==> src/design/pcrc_pkg.sv <==
package pcrc_pkg;

  localparam logic [15:0] CRC_INIT = 16'hFFFF;
  localparam logic [15:0] CRC_POLY = 16'hA001;
  localparam logic [1:0]  SEEN_MAX = 2'd2;

  // One result item.
  typedef struct packed {
    logic [7:0] data;
    logic       last;
    logic       done;
    logic       good;
  } result_t;

  // Results caused by one request, res[0] goes out first.
  typedef struct packed {
    logic [1:0]        cnt;
    result_t [2:0]     res;
  } group_t;

  // Reflected CRC-16 over one byte, LSB first.
  function automatic logic [15:0] crc_byte_update(input logic [15:0] crc,
                                                  input logic [7:0]  b);
    logic [15:0] c;
    c = crc ^ {8'h00, b};
    for (int k = 0; k < 8; k++) begin
      if (c[0]) begin
        c = (c >> 1) ^ CRC_POLY;
      end else begin
        c = c >> 1;
      end
    end
    return c;
  endfunction

endpackage

==> src/design/pcrc_core.sv <==
module pcrc_core import pcrc_pkg::*; (
  input  logic       clk,
  input  logic       rst,
  input  logic       in_valid,
  output logic       in_ready,
  input  logic [7:0] in_byte,
  input  logic       in_last,
  input  logic       mode,
  input  logic       grp_ready,
  output logic       grp_valid,
  output group_t     grp
);

  logic        hold_valid;
  logic [7:0]  hold_byte;
  logic        hold_last;
  logic [15:0] crc_running;
  logic [15:0] crc_one_back;
  logic [7:0]  previous_byte;
  logic [1:0]  bytes_seen;
  logic [15:0] crc_next;
  logic        take;
  logic        good;

  assign take      = hold_valid && grp_ready;
  assign in_ready  = !hold_valid || grp_ready;
  assign grp_valid = hold_valid;
  assign crc_next  = crc_byte_update(crc_running, hold_byte);

  // trailer = previous byte (low), this byte (high), over CRC before both
  assign good = (bytes_seen != 2'd0) &&
                (previous_byte == crc_one_back[7:0]) &&
                (hold_byte == crc_one_back[15:8]);

  always_comb begin
    grp = '0;
    grp.res[0].data = hold_byte;
    if (!hold_last) begin
      grp.cnt = 2'd1;
    end else if (mode) begin
      grp.cnt         = 2'd3;
      grp.res[1].data = crc_next[7:0];
      grp.res[2].data = crc_next[15:8];
      grp.res[2].last = 1'b1;
    end else begin
      grp.cnt         = 2'd1;
      grp.res[0].last = 1'b1;
      grp.res[0].done = 1'b1;
      grp.res[0].good = good;
    end
  end

  always_ff @(posedge clk) begin
    if (rst) begin
      hold_valid <= 1'b0;
    end else if (in_ready) begin
      hold_valid <= in_valid;
    end
    if (in_ready && in_valid) begin
      hold_byte <= in_byte;
      hold_last <= in_last;
    end
  end

  always_ff @(posedge clk) begin
    if (rst) begin
      crc_running   <= CRC_INIT;
      crc_one_back  <= CRC_INIT;
      previous_byte <= 8'h00;
      bytes_seen    <= 2'd0;
    end else if (take) begin
      if (hold_last) begin
        crc_running   <= CRC_INIT;
        crc_one_back  <= CRC_INIT;
        previous_byte <= 8'h00;
        bytes_seen    <= 2'd0;
      end else begin
        crc_running   <= crc_next;
        crc_one_back  <= crc_running;
        previous_byte <= hold_byte;
        if (bytes_seen != SEEN_MAX) begin
          bytes_seen <= bytes_seen + 2'd1;
        end
      end
    end
  end

endmodule

==> src/design/pcrc_outbuf.sv <==
module pcrc_outbuf import pcrc_pkg::*; (
  input  logic       clk,
  input  logic       rst,
  input  logic       grp_valid,
  output logic       grp_ready,
  input  group_t     grp,
  output logic       out_valid,
  input  logic       out_ready,
  output logic [7:0] out_byte,
  output logic       out_last,
  output logic       check_done,
  output logic       crc_good
);

  logic [1:0]    cnt;
  result_t [2:0] q;
  logic          pop;
  logic          load;

  assign out_valid  = (cnt != 2'd0);
  assign pop        = out_valid && out_ready;
  assign grp_ready  = (cnt == 2'd0) || ((cnt == 2'd1) && pop);
  assign load       = grp_valid && grp_ready;
  assign out_byte   = q[0].data;
  assign out_last   = q[0].last;
  assign check_done = q[0].done;
  assign crc_good   = q[0].good;

  always_ff @(posedge clk) begin
    if (rst) begin
      cnt <= 2'd0;
    end else if (load) begin
      cnt <= grp.cnt;
    end else if (pop) begin
      cnt <= cnt - 2'd1;
    end
    if (load) begin
      q <= grp.res;
    end else if (pop) begin
      q[0] <= q[1];
      q[1] <= q[2];
    end
  end

endmodule

==> src/design/packet_crc16_fill_and_check_unit.sv <==
// Channel   | Handshake            | Payload
// ----------+----------------------+-------------------------------------------
// input     | in_valid / in_ready  | in_byte, in_last
// output    | out_valid / out_ready| out_byte, out_last, check_done, crc_good
// config    | cfg_we (no wait)     | cfg_wdata -> mode (reset 1 = fill)
//
// One request per cycle sustained while out_ready stays high and no fill
// trailer drains. A request is held in the input register, where the
// byte-wide CRC update runs, then moves into the result buffer, which
// offers the first result. A last byte in fill mode yields three results
// and holds off the input while the CRC trailer drains; everything else is
// one result. Stalls on out_ready back up through the buffer into in_ready.
// Synchronous reset clears the CRC state, the buffer and sets mode to fill.
module packet_crc16_fill_and_check_unit import pcrc_pkg::*; (
  input  logic       clk,
  input  logic       rst,
  input  logic       cfg_we,
  input  logic       cfg_wdata,
  input  logic       in_valid,
  output logic       in_ready,
  input  logic [7:0] in_byte,
  input  logic       in_last,
  output logic       out_valid,
  input  logic       out_ready,
  output logic [7:0] out_byte,
  output logic       out_last,
  output logic       check_done,
  output logic       crc_good
);

  logic   mode;       // 1: append trailer, 0: check trailer
  logic   grp_valid;
  logic   grp_ready;
  group_t grp;

  always_ff @(posedge clk) begin
    if (rst) begin
      mode <= 1'b1;
    end else if (cfg_we) begin
      mode <= cfg_wdata;
    end
  end

  // input register, CRC state and result assembly
  pcrc_core u_core (
    .clk       (clk),
    .rst       (rst),
    .in_valid  (in_valid),
    .in_ready  (in_ready),
    .in_byte   (in_byte),
    .in_last   (in_last),
    .mode      (mode),
    .grp_ready (grp_ready),
    .grp_valid (grp_valid),
    .grp       (grp)
  );

  // up to three results per request, drained one per cycle while out_ready is high
  pcrc_outbuf u_outbuf (
    .clk        (clk),
    .rst        (rst),
    .grp_valid  (grp_valid),
    .grp_ready  (grp_ready),
    .grp        (grp),
    .out_valid  (out_valid),
    .out_ready  (out_ready),
    .out_byte   (out_byte),
    .out_last   (out_last),
    .check_done (check_done),
    .crc_good   (crc_good)
  );

  // a verdict is only ever given with check_done
  a_good_needs_done: assert property (@(posedge clk) disable iff (rst)
    out_valid && crc_good |-> check_done)
    else $error("crc_good without check_done");

  // a verdict always closes the packet
  a_done_is_last: assert property (@(posedge clk) disable iff (rst)
    out_valid && check_done |-> out_last)
    else $error("check verdict not on last result");

  // a trailer group starts with the echoed payload byte, not the end marker
  a_fill_group_order: assert property (@(posedge clk) disable iff (rst)
    grp_valid && grp_ready && (grp.cnt == 2'd3) |=> out_valid && !out_last)
    else $error("fill trailer group misordered");

endmodule

==> config.mk <==
export PLATFORM = sky130hd
export DESIGN_NAME = packet_crc16_fill_and_check_unit
export DESIGN_NICKNAME = d
export VERILOG_FILES = /design/src/design/pcrc_pkg.sv /design/src/design/pcrc_core.sv /design/src/design/pcrc_outbuf.sv /design/src/design/packet_crc16_fill_and_check_unit.sv
export SDC_FILE = /design/constraint.sdc
export NUM_CORES = 1
export LEC_CHECK = 0
export BUFFER_PORTS_ARGS = -buffer_cell sky130_fd_sc_hd__buf_2
export CELL_PAD_IN_SITES_DETAIL_PLACEMENT = 2
export CELL_PAD_IN_SITES_GLOBAL_PLACEMENT = 2
export CORE_UTILIZATION = 39
export CTS_CLUSTER_SIZE = 28
export DETAILED_ROUTE_END_ITERATION = 12
export GPL_TIMING_DRIVEN = 0
export PLACE_DENSITY_LB_ADDON = 0.05
export SYNTH_ARGS = -nofsm -noshare
export SYNTH_HDL_FRONTEND = slang
export SYNTH_SLANG_ARGS = --single-unit
==> constraint.sdc <==
create_clock -name clk -period 2.5 [get_ports clk]
set_input_delay 0 -clock clk [delete_from_list [all_inputs] [get_ports clk]]
set_output_delay 0 -clock clk [all_outputs]
set_load 0.005 [all_outputs]
==> flow_summary.ini <==
[final_layout]
drive_gt1_share_pct = 18.6
post_layout_nonfiller_instances = 471
syn_to_final_growth_pct = 18.5
nFillCells = 864
antenna-diode-count = 0
finish.net_count = 382

[grt]
grt_first_pass_wirelength_um = 15600
grt_pass1_vias = 2734
global_route.usage.total_pct = 24.8
total_overflow_reported_by_the_global_router = 0
initial_antenna_violation_count = 0
maximum_number_of_pins_on_one_net_before_global_route_repair = 21

[setup_path]
worst_setup_ep_type = flip-flop
timing.critical_path.from = u_outbuf.cnt[0]
setup.worst_path.start_class = flip-flop
timing.rr.start = u_outbuf.cnt[0]
crit_required_ps = 2730
timing.critical_path.fanout_max = 10
cpPeakStageDelay_ps = 400
r2r_setup_slack_ps = 150
cpMaxStageDelayCell = sky130_fd_sc_hd__dfxtp_1
worst-setup-path-type = flip-flop to flip-flop
chain_of_cells_forming_the_critical_path = inv_1 > ha_1 > a21oi_1 > nand2b_1 > buf_2 > inv_2 > a21oi_4 > buf_4 > buf_2 > nand3_1
cp_common_cell = sky130_fd_sc_hd__buf_2
worst_ep_arrival_time_ps = 2580

[yosys]
synth_compound_gate_area_share_pct = 9.07
synth_top_family_by_area = simple AND/OR/NAND/NOR gates
netlist-cell-type-count = 37
synth_fa_ha_area_share_pct = 2.23
synthArstFlopShare_pct = 0
ys_ff_latch = 79
synth_area_leaders = sky130_fd_sc_hd__edfxtp_1 (33%), sky130_fd_sc_hd__dfxtp_1 (25%), sky130_fd_sc_hd__nand2_1 (6.9%)
synth_ff_type = sky130_fd_sc_hd__dfxtp_1
synth_enable_flop_cells = 37
synth_cells = 307
post_synth_mux_area_share_pct = 0
mappedNetlistArea_um2 = 3370
synth_top_area_cell = sky130_fd_sc_hd__edfxtp_1
yosysWarnings = 0
syn_nets = 328
synthXorXnorAreaFrac_pct = 10.2
synth_area_per_cell_um2 = 11.0
synth_top_cell_area_share_pct = 33.0
synth-simple-area-share_pct = 16.0
ys_seq_area_share_pct = 58.0

[place]
gp_congestion = 0.792
place.port_buffers = 26
dp.final_hpwl_um = 7200
dp_cells = 438

[route]
detail_route.drc_violations = 0
detail_route.first_pass.iterations = 4
drt-total-wl_um = 10400
drt_first_iter_violations = 80
route.detailed.vias_per_inst = 5.41
drt.antenna.violating_nets = 0
num_vias = 2547
route.detailed.wl_per_inst_um = 22.0

[clock_tree]
h_tree_depth = 3
cts_sinks = 79
tritoncts.num_buffers = 9
clk_path_buf_depth = 2
clock_tree_from_tritoncts = done
ctsRootBufferMaster = sky130_fd_sc_hd__clkbuf_8
insertion_delay_ps = 360
path_clk_slew_ps = 80

[floorplan]
initial_standard_cell_utilization_of_the_core_pct = 40.6
placement_rows = 33
die-width_um = 94.9
boundaryPins = 28
core_area_um2 = 8300
floorplan.die_area_um2 = 9010
die_h_um = 94.9

[timing]
finalHoldViolCount = 0
rsz_0062_raised_after_global_routing = no
setup_viol_count_final = 0
fmax_ghz = 0.425
period_needed_ps = 2350
slew_headroom_pct = 47.4
clock_skew_ps = 10.5
hold-worst-slack_ps = 120
max_slew.worst_pin.slew_ps = 789
finalMaxSlewViolations = 0
post-route-period-util_pct = 94.0

[power]
vdd.ir_drop.worst_uv = 425
p_leak_nw = 1.64
power_density_nw_per_um2 = 959

[flow_run]
drv_cap = 0

[hold_path]
hold_start = out_ready
holdCritPathClass = input pin to flip-flop

[status]
status = finished clean
## power by group
group | switching (mW) | internal, mW
clock | 0.472 | 0.445
sequential | 0.157 | 1.63
combinational | 0.640 | 0.488
## synthesized netlist by cell type, types with 2 or more instances
cell / n
sky130_fd_sc_hd__nand2_1: 62
sky130_fd_sc_hd__dfxtp_1: 42
sky130_fd_sc_hd__edfxtp_1: 37
sky130_fd_sc_hd__nand3_1: 19
sky130_fd_sc_hd__xnor2_1: 19
sky130_fd_sc_hd__a22o_1: 15
sky130_fd_sc_hd__nor2_1: 12
sky130_fd_sc_hd__a21oi_1: 11
sky130_fd_sc_hd__nand3b_1: 9
sky130_fd_sc_hd__buf_4: 8
sky130_fd_sc_hd__clkbuf_1: 7
sky130_fd_sc_hd__inv_1: 7
sky130_fd_sc_hd__ha_1: 6
sky130_fd_sc_hd__o211ai_1: 6
sky130_fd_sc_hd__buf_2: 5
sky130_fd_sc_hd__xor2_1: 5
sky130_fd_sc_hd__xnor2_2: 4
sky130_fd_sc_hd__and2_1: 3
sky130_fd_sc_hd__and3_1: 3
sky130_fd_sc_hd__buf_1: 3
sky130_fd_sc_hd__a211oi_1: 2
sky130_fd_sc_hd__nand4_1: 2
sky130_fd_sc_hd__nor2b_1: 2
sky130_fd_sc_hd__nor3_1: 2
sky130_fd_sc_hd__nor4_1: 2
sky130_fd_sc_hd__o21ai_0: 2
sky130_fd_sc_hd__xnor3_1: 2
## layout make-up
class / instances / area (um2) / area share (%)
multi-input cells: 197 / 1270 / 32.0
clock inverters: 3 / 16.3 / 0.408
repair buffers: 43 / 288 / 7.21
well taps: 105 / 131 / 3.29
clock buffers: 13 / 170 / 4.26
flip-flops and latches: 79 / 1950 / 48.9
plain buffers: 23 / 128 / 3.20
inverters: 8 / 30.0 / 0.753
## metal layers
| metal | wire length, um | part of all wire (%) | up-vias | GRT usage [%] |
|---|---|---|---|---|
| li1 | - | - | 1166 | - |
| met3 | 307 | 3.0 | 25 | 4.19 |
| met4 | 324 | 3.1 | 0 | 10.1 |
| met2 | 5310 | 51 | 59 | 43.7 |
| met5 | 0 | 0 | - | 0 |
| met1 | 4440 | 43 | 1297 | 29.7 |
## worst paths after layout
check                           cells after the start                       to
worst max-delay path                               10  u_core.crc_one_back[15]
worst min-delay path                                4         u_core.grp_valid
worst max register to register                     10  u_core.crc_one_back[15]
worst min register to register                      2  u_core.previous_byte[0]
## repair_timing
action / CTS / global route
endpoints found under the setup margin: 30 / 31
pin swaps: 1 / 2
hold endpoints to repair: 11 / 0
hold buffers: 12 / 0
buffers inserted: 0 / 5
gates resized for setup: 3 / 4
## cells by family (layout without fill, tap and decap cells)
| logic type | Yosys count | after routing |
|---|---|---|
| adders and majority gates | 6 | 6 |
| AOI/OAI and AO/OA | 42 | 42 |
| DFF | 79 | 79 |
| buffers and inverters | 31 | 90 |
| and+or+nand+nor | 118 | 118 |
| xor gates and xnor gates | 31 | 31 |
## layout by cell type (no fill, tap or decap), drive strengths merged
cell         count
a211oi           2
nand4            2
a31oi            1
xnor2           23
ha               6
nand3b           9
nor2b            2
xnor3            3
o211ai           7
dfxtp           42
inv              8
nor4             2
edfxtp          37
and2             3
nand3           19
a21o             1
nor2            13
nand2b           1
xor2             5
dlygate4sd3     12
a21oi           12
a211o            1
nand2           62
a22o            15
nor3             2
clkbuf          21
and3             3
clkinv           2
clkinvlp         1
buf             46
o21ai            3
## critical path, delay by kind of cell, from the launching register on
family / cells / cell delay (ps)
compound gates: 2 / 390
flops: 1 / 400
fa+ha+maj: 1 / 220
simple gates: 2 / 270
buf+inv: 5 / 930
## per-stage QoR
| stage | setup WS (ps) | utilization, % | setup TNS, ps | cell area, um2 | power, mW |
|---|---|---|---|---|---|
| finish | 149 | 48.1 | 0 | 3990 | 3.83 |
| global route | 0.0433 | 48.1 | 0 | 3990 | 4.02 |
| floorplan | 623 | - | 0 | 3370 | 2.51 |
| global placement | 0.598 | 43.7 | 0 | 3630 | 2.81 |
| CTS | 13.6 | 47.6 | 0 | 3950 | 3.83 |
| detailed placement | -167 | 43.7 | -2610 | 3630 | 2.89 |
## state kept, by name (all words and copies together) (netlist names)
signal / count
u_outbuf.cnt: 2
u_outbuf.q: 18
u_outbuf.crc_good: 1
u_core.grp_valid: 1
u_outbuf.check_done: 1
u_core.crc_running: 11
u_outbuf.out_last: 1
u_core.hold_byte: 8
u_outbuf.out_byte: 8
u_core.crc_one_back: 16
u_core.bytes_seen: 2
u_core.hold_last: 1
u_core.previous_byte: 8
mode: 1
Power figures use the tool's default switching activity.
